==> config.mk <==
export PLATFORM = sky130hd
export DESIGN_NAME = tap_tempo_metronome
export DESIGN_NICKNAME = d
export VERILOG_FILES = /design/src/sv/ttm_pkg.sv /design/src/sv/ttm_serial.sv /design/src/sv/ttm_div.sv /design/src/sv/tap_tempo_metronome.sv
export SDC_FILE = /design/constraint.sdc
export NUM_CORES = 1
export LEC_CHECK = 0
export ABC_CLOCK_PERIOD_IN_PS = 6400
export BUFFER_PORTS_ARGS = -buffer_cell sky130_fd_sc_hd__buf_4
export CAP_MARGIN = 15
export CORE_ASPECT_RATIO = 0.9
export CORE_MARGIN = 1
export CORE_UTILIZATION = 57
export CTS_BUF_LIST = sky130_fd_sc_hd__clkbuf_16
export CTS_CLUSTER_DIAMETER = 120
export DETAILED_ROUTE_END_ITERATION = 7
export GPL_TIMING_DRIVEN = 0
export HOLD_SLACK_MARGIN = 0.06
export PLACE_DENSITY = 0.78
export SETUP_SLACK_MARGIN = 0.5
export SLEW_MARGIN = 20
export SYNTH_ARGS = -nofsm -noshare
export SYNTH_HDL_FRONTEND = slang
export SYNTH_SLANG_ARGS = --single-unit
==> constraint.sdc <==
create_clock -name clk -period 6.4 [get_ports clk]
set_clock_uncertainty 0.15 [all_clocks]
set_input_delay 0.32 -clock clk [delete_from_list [all_inputs] [get_ports clk]]
set_output_delay 0.32 -clock clk [all_outputs]
set_load 0.05 [all_outputs]
==> src/sv/ttm_pkg.sv <==
package ttm_pkg;

	// Width of the serial datapath and of the interval sum.
	localparam int SUM_W = 32;
	// Width of the tempo divisor and quotient.
	localparam int DIV_W = 16;
	// Numerator of the tempo division: milliseconds per minute.
	localparam logic [DIV_W-1:0] TEMPO_NUM = 16'd60000;

	localparam logic [1:0] BEEP_NONE  = 2'd0;
	localparam logic [1:0] BEEP_TAP   = 2'd1;
	localparam logic [1:0] BEEP_BEAT  = 2'd2;
	localparam logic [1:0] BEEP_RESET = 2'd3;

	typedef struct packed {
		logic start;
		logic add;
	} ser_ctl_t;

	typedef struct packed {
		logic done;
		logic ge;
	} ser_sts_t;

	typedef struct packed {
		logic start;
		logic tempo;
	} div_ctl_t;

endpackage

==> src/sv/ttm_serial.sv <==
module ttm_serial #(
	parameter int TW = 32
) (
	input  logic                       clk,
	input  logic                       arst_n,
	input  ttm_pkg::ser_ctl_t          ctl,
	input  logic [ttm_pkg::SUM_W-1:0]  a,
	input  logic [ttm_pkg::SUM_W-1:0]  b,
	input  logic [ttm_pkg::SUM_W-1:0]  c,
	output ttm_pkg::ser_sts_t          sts,
	output logic [ttm_pkg::SUM_W-1:0]  result
);
	import ttm_pkg::*;

	localparam int CW = $clog2(SUM_W);
	localparam logic [SUM_W-1:0] TMASK = SUM_W'((64'd1 << TW) - 64'd1);

	logic [SUM_W-1:0] a_q, b_q, c_q, m_q, r_q;
	logic             bw_q, cy_q, add_q;
	logic             busy_q, done_q;
	logic [CW-1:0]    cnt_q;

	logic d_raw, d, bw_n, s, cy_add, cy_sub;

	// First stage: a - b, masked to the time width. Second stage: add or compare c.
	always_comb begin
		d_raw  = a_q[0] ^ b_q[0] ^ bw_q;
		bw_n   = (~a_q[0] & b_q[0]) | (~(a_q[0] ^ b_q[0]) & bw_q);
		d      = d_raw & m_q[0];
		s      = d ^ c_q[0] ^ cy_q;
		cy_add = (d & c_q[0]) | (cy_q & (d ^ c_q[0]));
		cy_sub = (~d & c_q[0]) | (~(d ^ c_q[0]) & cy_q);
	end

	always_ff @(posedge clk or negedge arst_n) begin
		if (!arst_n) begin
			busy_q <= 1'b0;
			done_q <= 1'b0;
			cnt_q  <= '0;
		end else begin
			done_q <= 1'b0;
			if (ctl.start) begin
				busy_q <= 1'b1;
				cnt_q  <= '0;
			end else if (busy_q) begin
				cnt_q <= cnt_q + 1'b1;
				if (cnt_q == CW'(SUM_W - 1)) begin
					busy_q <= 1'b0;
					done_q <= 1'b1;
				end
			end
		end
	end

	always_ff @(posedge clk) begin
		if (ctl.start) begin
			a_q   <= a;
			b_q   <= b;
			c_q   <= c;
			m_q   <= TMASK;
			bw_q  <= 1'b0;
			cy_q  <= 1'b0;
			add_q <= ctl.add;
		end else if (busy_q) begin
			a_q  <= a_q >> 1;
			b_q  <= b_q >> 1;
			c_q  <= c_q >> 1;
			m_q  <= m_q >> 1;
			r_q  <= {s, r_q[SUM_W-1:1]};
			bw_q <= bw_n;
			cy_q <= add_q ? cy_add : cy_sub;
		end
	end

	assign sts.done = done_q;
	assign sts.ge   = ~cy_q;
	assign result   = r_q;

endmodule

==> src/sv/ttm_div.sv <==
module ttm_div (
	input  logic                       clk,
	input  logic                       arst_n,
	input  ttm_pkg::div_ctl_t          ctl,
	input  logic [ttm_pkg::SUM_W-1:0]  dividend,
	input  logic [ttm_pkg::DIV_W-1:0]  divisor,
	output logic                       done,
	output logic [ttm_pkg::SUM_W-1:0]  quotient
);
	import ttm_pkg::*;

	localparam int CW = $clog2(SUM_W + 1);

	logic [SUM_W-1:0] n_q, q_q;
	logic [DIV_W-1:0] d_q, rem_q;
	logic [CW-1:0]    cnt_q;
	logic             busy_q, done_q;

	logic [DIV_W:0]   trial, diff;
	logic             take;

	// One quotient bit per cycle, dividend shifted out MSB first.
	always_comb begin
		trial = {rem_q, n_q[SUM_W-1]};
		diff  = trial - {1'b0, d_q};
		take  = trial >= {1'b0, d_q};
	end

	always_ff @(posedge clk or negedge arst_n) begin
		if (!arst_n) begin
			busy_q <= 1'b0;
			done_q <= 1'b0;
			cnt_q  <= '0;
		end else begin
			done_q <= 1'b0;
			if (ctl.start) begin
				busy_q <= 1'b1;
				cnt_q  <= ctl.tempo ? CW'(DIV_W) : CW'(SUM_W);
			end else if (busy_q) begin
				cnt_q <= cnt_q - 1'b1;
				if (cnt_q == CW'(1)) begin
					busy_q <= 1'b0;
					done_q <= 1'b1;
				end
			end
		end
	end

	always_ff @(posedge clk) begin
		if (ctl.start) begin
			n_q   <= ctl.tempo ? {TEMPO_NUM, {(SUM_W - DIV_W){1'b0}}} : dividend;
			d_q   <= divisor;
			rem_q <= '0;
			q_q   <= '0;
		end else if (busy_q) begin
			n_q   <= n_q << 1;
			q_q   <= {q_q[SUM_W-2:0], take};
			rem_q <= take ? diff[DIV_W-1:0] : trial[DIV_W-1:0];
		end
	end

	assign done     = done_q;
	assign quotient = q_q;

endmodule

==> src/sv/tap_tempo_metronome.sv <==
// Tap tempo metronome. Feed one request per millisecond on s_*, carrying the
// button level; every request yields exactly one result on m_*. Taps are
// stamped at press time; four taps (TAPS) give an average interval and a
// tempo of 60000 / average in bpm, after which a beat click follows each
// time one average interval has passed, the beat index wrapping at
// beats_per_bar. A press held for long_press_ms ticks stops everything and
// gives a reset tone. All time arithmetic runs bit-serially, LSB first,
// through one shared serial subtract/add/compare unit, and both divisions go
// through one shared restoring divider that makes one quotient bit per cycle
// (32 quotient bits for the average, 16 for the tempo). A plain tick makes
// one serial pass against the beat interval while the metronome runs and
// none when it is stopped; a press that is still being timed against the
// threshold adds one serial pass; the release that completes a tempo costs
// the most. The input is ready again as soon as the result appears on m_*.
// The next request is taken while a finished result still waits on m_*.
// Configuration writes are accepted at any time (cfg_ready is tied high)
// but should only be made while no request is in flight.
module tap_tempo_metronome #(
	parameter int TIME_WIDTH = 32,
	parameter int TAPS       = 4
) (
	input  logic        clk,
	input  logic        arst_n,
	// s_tdata: [0] button_down, [7:1] zero
	input  logic        s_tvalid,
	output logic        s_tready,
	input  logic [7:0]  s_tdata,
	// m_tdata: [1:0] beep_kind, [17:2] bpm, [21:18] beat_index,
	//          [22] beat_valid, [23] running, [24] status_changed, [31:25] zero
	output logic        m_tvalid,
	input  logic        m_tready,
	output logic [31:0] m_tdata,
	input  logic        cfg_valid,
	output logic        cfg_ready,
	input  logic [0:0]  cfg_index,
	input  logic [15:0] cfg_data
);
	import ttm_pkg::*;

	localparam int TCW = $clog2(TAPS + 1);

	localparam logic [0:0] REG_LONG_PRESS = 1'd0;
	localparam logic [0:0] REG_BEATS      = 1'd1;

	// Sequencer states
	localparam logic [2:0] ST_IDLE   = 3'd0;
	localparam logic [2:0] ST_PRESS  = 3'd1;
	localparam logic [2:0] ST_TAP    = 3'd2;
	localparam logic [2:0] ST_AVG    = 3'd3;
	localparam logic [2:0] ST_TEMPO  = 3'd4;
	localparam logic [2:0] ST_BEATGO = 3'd5;
	localparam logic [2:0] ST_BEAT   = 3'd6;
	localparam logic [2:0] ST_DONE   = 3'd7;

	// Next beat position: (pos + 1) mod clamped bar length, one bit per step.
	function automatic logic [3:0] beat_next(input logic [3:0] pos, input logic [4:0] bpb_raw);
		logic [4:0] bpb;
		logic [4:0] num;
		logic [4:0] rem;
		bpb = bpb_raw;
		if (bpb_raw == 5'd0)
			bpb = 5'd1;
		else if (bpb_raw > 5'd16)
			bpb = 5'd16;
		num = {1'b0, pos} + 5'd1;
		rem = '0;
		for (int i = 4; i >= 0; i--) begin
			rem = {rem[3:0], num[i]};
			if (rem >= bpb)
				rem = rem - bpb;
		end
		return rem[3:0];
	endfunction

	logic [2:0]            state_q;

	// Configuration
	logic [15:0]           lp_q;
	logic [4:0]            bpb_q;

	// Metronome state
	logic [TIME_WIDTH-1:0] tick_q;
	logic                  press_q;
	logic [TIME_WIDTH-1:0] press_start_q;
	logic                  long_done_q;
	logic [TCW-1:0]        tap_q;
	logic [TIME_WIDTH-1:0] last_tap_q;
	logic [SUM_W-1:0]      sum_q;
	logic [SUM_W-1:0]      avg_q;
	logic [DIV_W-1:0]      tempo_q;
	logic [3:0]            pos_q;
	logic                  shown_q;
	logic [TIME_WIDTH-1:0] last_beat_q;
	logic                  run_q;

	// Per-request scratch
	logic [1:0]            beep_q;
	logic                  chg_q;

	// Output register
	logic                  m_tvalid_q;
	logic [31:0]           m_tdata_q;

	// Serial unit and divider hookup
	ser_ctl_t              ser_ctl;
	ser_sts_t              ser_sts;
	logic [SUM_W-1:0]      ser_a, ser_b, ser_c, ser_result;
	div_ctl_t              div_ctl;
	logic                  div_done;
	logic [SUM_W-1:0]      div_q;
	logic [SUM_W-1:0]      div_dividend;

	logic                  accept;
	logic                  down;
	logic                  long_done_eff;
	logic                  avg_nz;
	logic                  tempo_ok;
	logic                  out_free;

	assign s_tready  = (state_q == ST_IDLE);
	assign accept    = s_tvalid & s_tready;
	assign down      = s_tdata[0];
	assign cfg_ready = 1'b1;

	// A fresh press has not reached the long-press mark yet.
	assign long_done_eff = press_q & long_done_q;
	assign avg_nz        = |avg_q;
	// Tempo is only nonzero for an average that fits the 16-bit divisor.
	assign tempo_ok      = (|div_q) && (div_q[SUM_W-1:DIV_W] == '0);
	assign out_free      = ~m_tvalid_q | m_tready;
	assign div_dividend  = (state_q == ST_TAP) ? ser_result : sum_q;

	// Launch serial passes and divisions.
	always_comb begin
		ser_ctl = '0;
		div_ctl = '0;
		ser_a   = '0;
		ser_b   = '0;
		ser_c   = '0;
		unique case (state_q)
			ST_IDLE: begin
				if (s_tvalid) begin
					if (down) begin
						if (!long_done_eff) begin
							// press age against the long-press threshold
							ser_ctl.start = 1'b1;
							ser_a = SUM_W'(tick_q);
							ser_b = press_q ? SUM_W'(press_start_q) : SUM_W'(tick_q);
							ser_c = SUM_W'(lp_q);
						end
					end else if (press_q && !long_done_q && tap_q != '0) begin
						if (tap_q < TCW'(TAPS)) begin
							// accumulate the interval since the previous tap
							ser_ctl.start = 1'b1;
							ser_ctl.add   = 1'b1;
							ser_a = SUM_W'(press_start_q);
							ser_b = SUM_W'(last_tap_q);
							ser_c = sum_q;
						end else begin
							div_ctl.start = 1'b1;
						end
					end
				end
			end
			ST_TAP: begin
				if (ser_sts.done && tap_q >= TCW'(TAPS - 1))
					div_ctl.start = 1'b1;
			end
			ST_AVG: begin
				if (div_done && tempo_ok) begin
					div_ctl.start = 1'b1;
					div_ctl.tempo = 1'b1;
				end
			end
			ST_BEATGO: begin
				if (run_q && avg_nz) begin
					// time since the last beat against the average interval
					ser_ctl.start = 1'b1;
					ser_a = SUM_W'(tick_q);
					ser_b = SUM_W'(last_beat_q);
					ser_c = avg_q;
				end
			end
			ST_PRESS, ST_TEMPO, ST_BEAT, ST_DONE: begin
			end
		endcase
	end

	ttm_serial #(
		.TW(TIME_WIDTH)
	) u_serial (
		.clk    (clk),
		.arst_n (arst_n),
		.ctl    (ser_ctl),
		.a      (ser_a),
		.b      (ser_b),
		.c      (ser_c),
		.sts    (ser_sts),
		.result (ser_result)
	);

	ttm_div u_div (
		.clk      (clk),
		.arst_n   (arst_n),
		.ctl      (div_ctl),
		.dividend (div_dividend),
		.divisor  (div_ctl.tempo ? div_q[DIV_W-1:0] : DIV_W'(TAPS - 1)),
		.done     (div_done),
		.quotient (div_q)
	);

	always_ff @(posedge clk or negedge arst_n) begin
		if (!arst_n) begin
			state_q       <= ST_IDLE;
			lp_q          <= 16'd1000;
			bpb_q         <= 5'd4;
			tick_q        <= '0;
			press_q       <= 1'b0;
			press_start_q <= '0;
			long_done_q   <= 1'b0;
			tap_q         <= '0;
			last_tap_q    <= '0;
			sum_q         <= '0;
			avg_q         <= '0;
			tempo_q       <= '0;
			pos_q         <= '0;
			shown_q       <= 1'b0;
			last_beat_q   <= '0;
			run_q         <= 1'b0;
			beep_q        <= BEEP_NONE;
			chg_q         <= 1'b0;
			m_tvalid_q    <= 1'b0;
		end else begin
			if (cfg_valid) begin
				unique case (cfg_index)
					REG_LONG_PRESS: lp_q  <= cfg_data;
					REG_BEATS:      bpb_q <= cfg_data[4:0];
				endcase
			end

			if (m_tvalid_q && m_tready)
				m_tvalid_q <= 1'b0;

			unique case (state_q)
				ST_IDLE: begin
					if (accept) begin
						beep_q <= BEEP_NONE;
						chg_q  <= 1'b0;
						state_q <= ST_BEATGO;
						if (down) begin
							if (!press_q) begin
								press_q       <= 1'b1;
								press_start_q <= tick_q;
								long_done_q   <= 1'b0;
							end
							if (!long_done_eff)
								state_q <= ST_PRESS;
						end else if (press_q) begin
							press_q     <= 1'b0;
							long_done_q <= 1'b0;
							if (!long_done_q) begin
								if (tap_q == '0) begin
									// first tap: stop, keep shown tempo and beat
									run_q      <= 1'b0;
									last_tap_q <= press_start_q;
									tap_q      <= TCW'(1);
									beep_q     <= BEEP_TAP;
								end else if (tap_q < TCW'(TAPS)) begin
									state_q <= ST_TAP;
								end else begin
									state_q <= ST_AVG;
								end
							end
						end
					end
				end
				ST_PRESS: begin
					if (ser_sts.done) begin
						if (ser_sts.ge) begin
							// long press: clear tap and tempo state
							run_q       <= 1'b0;
							tap_q       <= '0;
							sum_q       <= '0;
							avg_q       <= '0;
							last_tap_q  <= '0;
							pos_q       <= '0;
							shown_q     <= 1'b0;
							tempo_q     <= '0;
							long_done_q <= 1'b1;
							beep_q      <= BEEP_RESET;
							chg_q       <= 1'b1;
						end
						state_q <= ST_BEATGO;
					end
				end
				ST_TAP: begin
					if (ser_sts.done) begin
						sum_q      <= ser_result;
						last_tap_q <= press_start_q;
						tap_q      <= tap_q + 1'b1;
						beep_q     <= BEEP_TAP;
						state_q    <= (tap_q >= TCW'(TAPS - 1)) ? ST_AVG : ST_BEATGO;
					end
				end
				ST_AVG: begin
					if (div_done) begin
						avg_q <= div_q;
						if (tempo_ok) begin
							state_q <= ST_TEMPO;
						end else begin
							tempo_q     <= '0;
							pos_q       <= '0;
							shown_q     <= 1'b1;
							last_beat_q <= tick_q;
							run_q       <= 1'b1;
							chg_q       <= 1'b1;
							tap_q       <= '0;
							sum_q       <= '0;
							last_tap_q  <= '0;
							state_q     <= ST_BEATGO;
						end
					end
				end
				ST_TEMPO: begin
					if (div_done) begin
						tempo_q     <= div_q[DIV_W-1:0];
						pos_q       <= '0;
						shown_q     <= 1'b1;
						last_beat_q <= tick_q;
						run_q       <= 1'b1;
						chg_q       <= 1'b1;
						tap_q       <= '0;
						sum_q       <= '0;
						last_tap_q  <= '0;
						state_q     <= ST_BEATGO;
					end
				end
				ST_BEATGO: begin
					state_q <= (run_q && avg_nz) ? ST_BEAT : ST_DONE;
				end
				ST_BEAT: begin
					if (ser_sts.done) begin
						if (ser_sts.ge) begin
							last_beat_q <= tick_q;
							pos_q       <= beat_next(pos_q, bpb_q);
							shown_q     <= 1'b1;
							chg_q       <= 1'b1;
							if (beep_q != BEEP_RESET)
								beep_q <= BEEP_BEAT;
						end
						state_q <= ST_DONE;
					end
				end
				ST_DONE: begin
					// hold until the output register can take the result
					if (out_free) begin
						m_tvalid_q <= 1'b1;
						tick_q     <= tick_q + 1'b1;
						state_q    <= ST_IDLE;
					end
				end
			endcase
		end
	end

	always_ff @(posedge clk) begin
		if (state_q == ST_DONE && out_free) begin
			m_tdata_q <= {7'd0, chg_q, run_q & avg_nz, shown_q,
				shown_q ? pos_q : 4'd0, tempo_q, beep_q};
		end
	end

	assign m_tvalid = m_tvalid_q;
	assign m_tdata  = m_tdata_q;

endmodule

==> flow_summary_export.csv <==
group,metric,value,unit
outcome,outcome,"complete, but fails checks",
outcome,violations,"setup timing",
logic_synthesis,ys.flop_type,"dfrtp_1",
cts,cts.sinks,546,
min_path,timing.hold.worst.class,"in2async",
logic_synthesis,netlist_instances,2296,
logic_synthesis,ys_ff_latch,546,
cts,cts-root-buf,"clkbuf_16",
final_layout,areaGrowthSynthToFinish,15.8,%
job,drv_cap,0,
logic_synthesis,syn_area_per_cell,11.0,µm²
global_routing,grt_pass1_vias,18700,
timing,worstMarginPinSlew,922,ps
global_routing,grt_util_all_layers,28.9,%
timing,fin_crit,6500,ps
die,ios,65,
timing,period_share,102,%
timing,slew_headroom,38.5,%
die,die-area,0.0453,mm²
final_layout,diodes,0,
setup_path,required,6770,ps
cts,cts_tree,"done",
global_routing,grt_max_degree,94,
pwr,p_per_area,492,mW/mm²
pwr,ir_worst_vdd,0.458,mV
route,via_per_inst,6.15,
timing,fmax,0.154,GHz
logic_synthesis,yosys_warnings,0,
global_routing,grt_antenna_before_repair,0,
logic_synthesis,yosysSeqAreaShare,56.4,%
setup_path,cp_slowest_stage_delay,490,ps
setup_path,cp_common_cell,"a21o_1",
route,drc,0,
timing,setup_viol,4,
place,place_area,0.0267,mm²
setup_path,slowest_stage,"mux2i_2",
timing,hold_violations,0,
route,vias,19100,
place,place.gp.congestion,0.922,
setup_path,start_kind,"register",
final_layout,final_cell_mix,"nand2_1 (277), dfrtp_1 (253), edfxtp_1 (202)",
final_layout,final_cell_area,0.0293,mm²
route,drt-pass1-iter-count,6,
timing,grt_setup_unrepaired,"true",
timing,fin_hold_ws,105,ps
pwr,power,0.0144,W
die,initial_utilization,58.3,%
route,wl_per_cell,21.3,µm
setup_path,worstPathMaxFanout,8,
logic_synthesis,async_flop_share,48.0,%
die,row_count,72,
die,die_h,202,µm
global_routing,grt.overflow.total,0,
logic_synthesis,synth_area,0.0253,mm²
setup_path,critical_path_class,"reg2reg",
route,drt_iter0_markers,1904,
pwr,leakage,12.7,nW
setup_path,end_kind,"register",
global_routing,grt_pass1_wl,103,mm
logic_synthesis,synth_cell_type_count,77,
cts,clk-insertion-delay-late,610,ps
cts,cts-buffers-inserted,54,
place,dp_hpwl,43.1,mm
cts,htree_levels,2,
route,routed_wl,66.3,mm
cts,clockBufferDepth,3,
die,core,0.0434,mm²
final_layout,drive_gt1_share,15.4,%
place,port_buffers,49,
logic_synthesis,synth_edf_count,202,
cts,clkTransAtPathRegs,60,ps
die,die_x,224,µm
final_layout,nets,2558,
final_layout,final_common_cell,"nand2_1",
timing,postLayoutSetupSlackWorst,-103,ps
route,detail-route-antenna-nets,0,
timing,final_max_slew_viol_count,0,
setup_path,cp.arrival,6880,ps
## cell type report
cell class	count	area, µm²
flip-flops and latches	546	14300
fillers	3130	14100
multi-input cells	1499	10500
clock buffers	54	1350
repair buffers	115	1060
well taps	592	741
plain buffers	161	714
clock inverters	48	368
inverters	96	365
## sequential cells by signal, summed over array words and instances, names as in the netlist, 6 cells and up
register and flops:
m_tdata 25, u_serial.c_q 32, lp_q 16, tempo_q 16, u_div.d_q 16, avg_q 32, u_div.n_q 32, press_start_q 32
u_serial.a_q 32, u_div.quotient 32, u_serial.m_q 32, tick_q 32, last_tap_q 32, sum_q 32, u_div.cnt_q 6, u_div.rem_q 16
last_beat_q 32, u_serial.b_q 32, u_serial.result 32
## per-stage QoR
| step | setup WS (ps) | std cells | setup TNS, ps | utilization [%] |
|---|---|---|---|---|
| 6_report | -103 | 3111 | -302 | 67.5 |
| 5_1_grt | -253 | 3111 | -732 | 67.5 |
| 4_1_cts | 467 | 3098 | 0 | 67.0 |
| 3_5_place_dp | -354 | 2949 | -789 | 61.5 |
| 3_3_place_gp | -82.2 | 2943 | -82.2 | 61.0 |
| 2_1_floorplan | 502 | 2302 | 0 | - |
## final timing paths
path,start,endpoint,slack [ps],cells past startpoint
min in group clk,tempo_q[9],m_tdata[11],300,0
min,arst_n,lp_q[6],110,2
max reg2reg,bpb_q[1],pos_q[0],-100,28
max,bpb_q[1],pos_q[0],-100,28
max in group asynchronous,arst_n,sum_q[8],5030,3
min reg2reg,tempo_q[9],m_tdata[11],300,0
## where the power goes
part,internal (W),switching (W),leakage [nW]
Combinational,0.00224,0.00342,5.51
Sequential,0.00496,0.000706,6.23
Clock,0.00174,0.00137,0.904
## worst max-delay path: cells and delay by family (launching register included)
| family | cells | cell delay (ps) |
|---|---|---|
| DFF | 1 | 410 |
| and+or+nand+nor | 2 | 470 |
| AOI/OAI and AO/OA | 16 | 2790 |
| muxes | 4 | 1380 |
| adders and majority gates | 5 | 1120 |
| buffers and inverters | 1 | 70 |
## Yosys cell counts (all sizes together), types with 19 or more instances
library cell	n	share of area, %
nand4	23	0.57
mux2	95	4.2
nor2	151	2.3
dfrtp	255	25
nand2	285	4.2
clkbuf	104	1.5
a31oi	44	1.1
nand3	28	0.55
ha	47	2.3
edfxtp	202	24
a21o	22	0.65
inv	95	1.4
o21ai	158	3.1
a221oi	32	1.1
xnor2	41	1.4
nor4	19	0.47
o22ai	26	0.64
and2	31	0.77
a22oi	64	1.9
mux2i	128	5.1
dfxtp	82	6.5
buf	57	1.3
a22o	51	1.8
a21oi	65	1.3
nor3	21	0.43
## layer usage
layer  vias up  part of all wire [%]  track usage, %
met5         -                     0               0
met4         0                   3.4            10.5
met3       151                   7.3            5.23
met2       846                    46            44.7
met1      9507                    43            40.9
li1       8637                     -               -
## cells by family after synthesis
group / count (synthesis) / synth area share (%)
AOI/OAI and AO/OA: 527 / 13.7
DFF: 546 / 56.4
adders and majority gates: 55 / 2.96
and+or+nand+nor: 627 / 11.3
muxes: 223 / 9.29
xor gates and xnor gates: 59 / 2.04
other: 2 / 0.0297
buffers and inverters: 257 / 4.25
## timing repair
item	in CTS	in global routing
pin swaps	21	21
hold buffers	25	0
hold endpoints to repair	211	0
setup endpoints to repair	4	4
gates resized for setup	51	20
setup buffers	22	13
No activity file was read; power rests on OpenSTA's default activity.
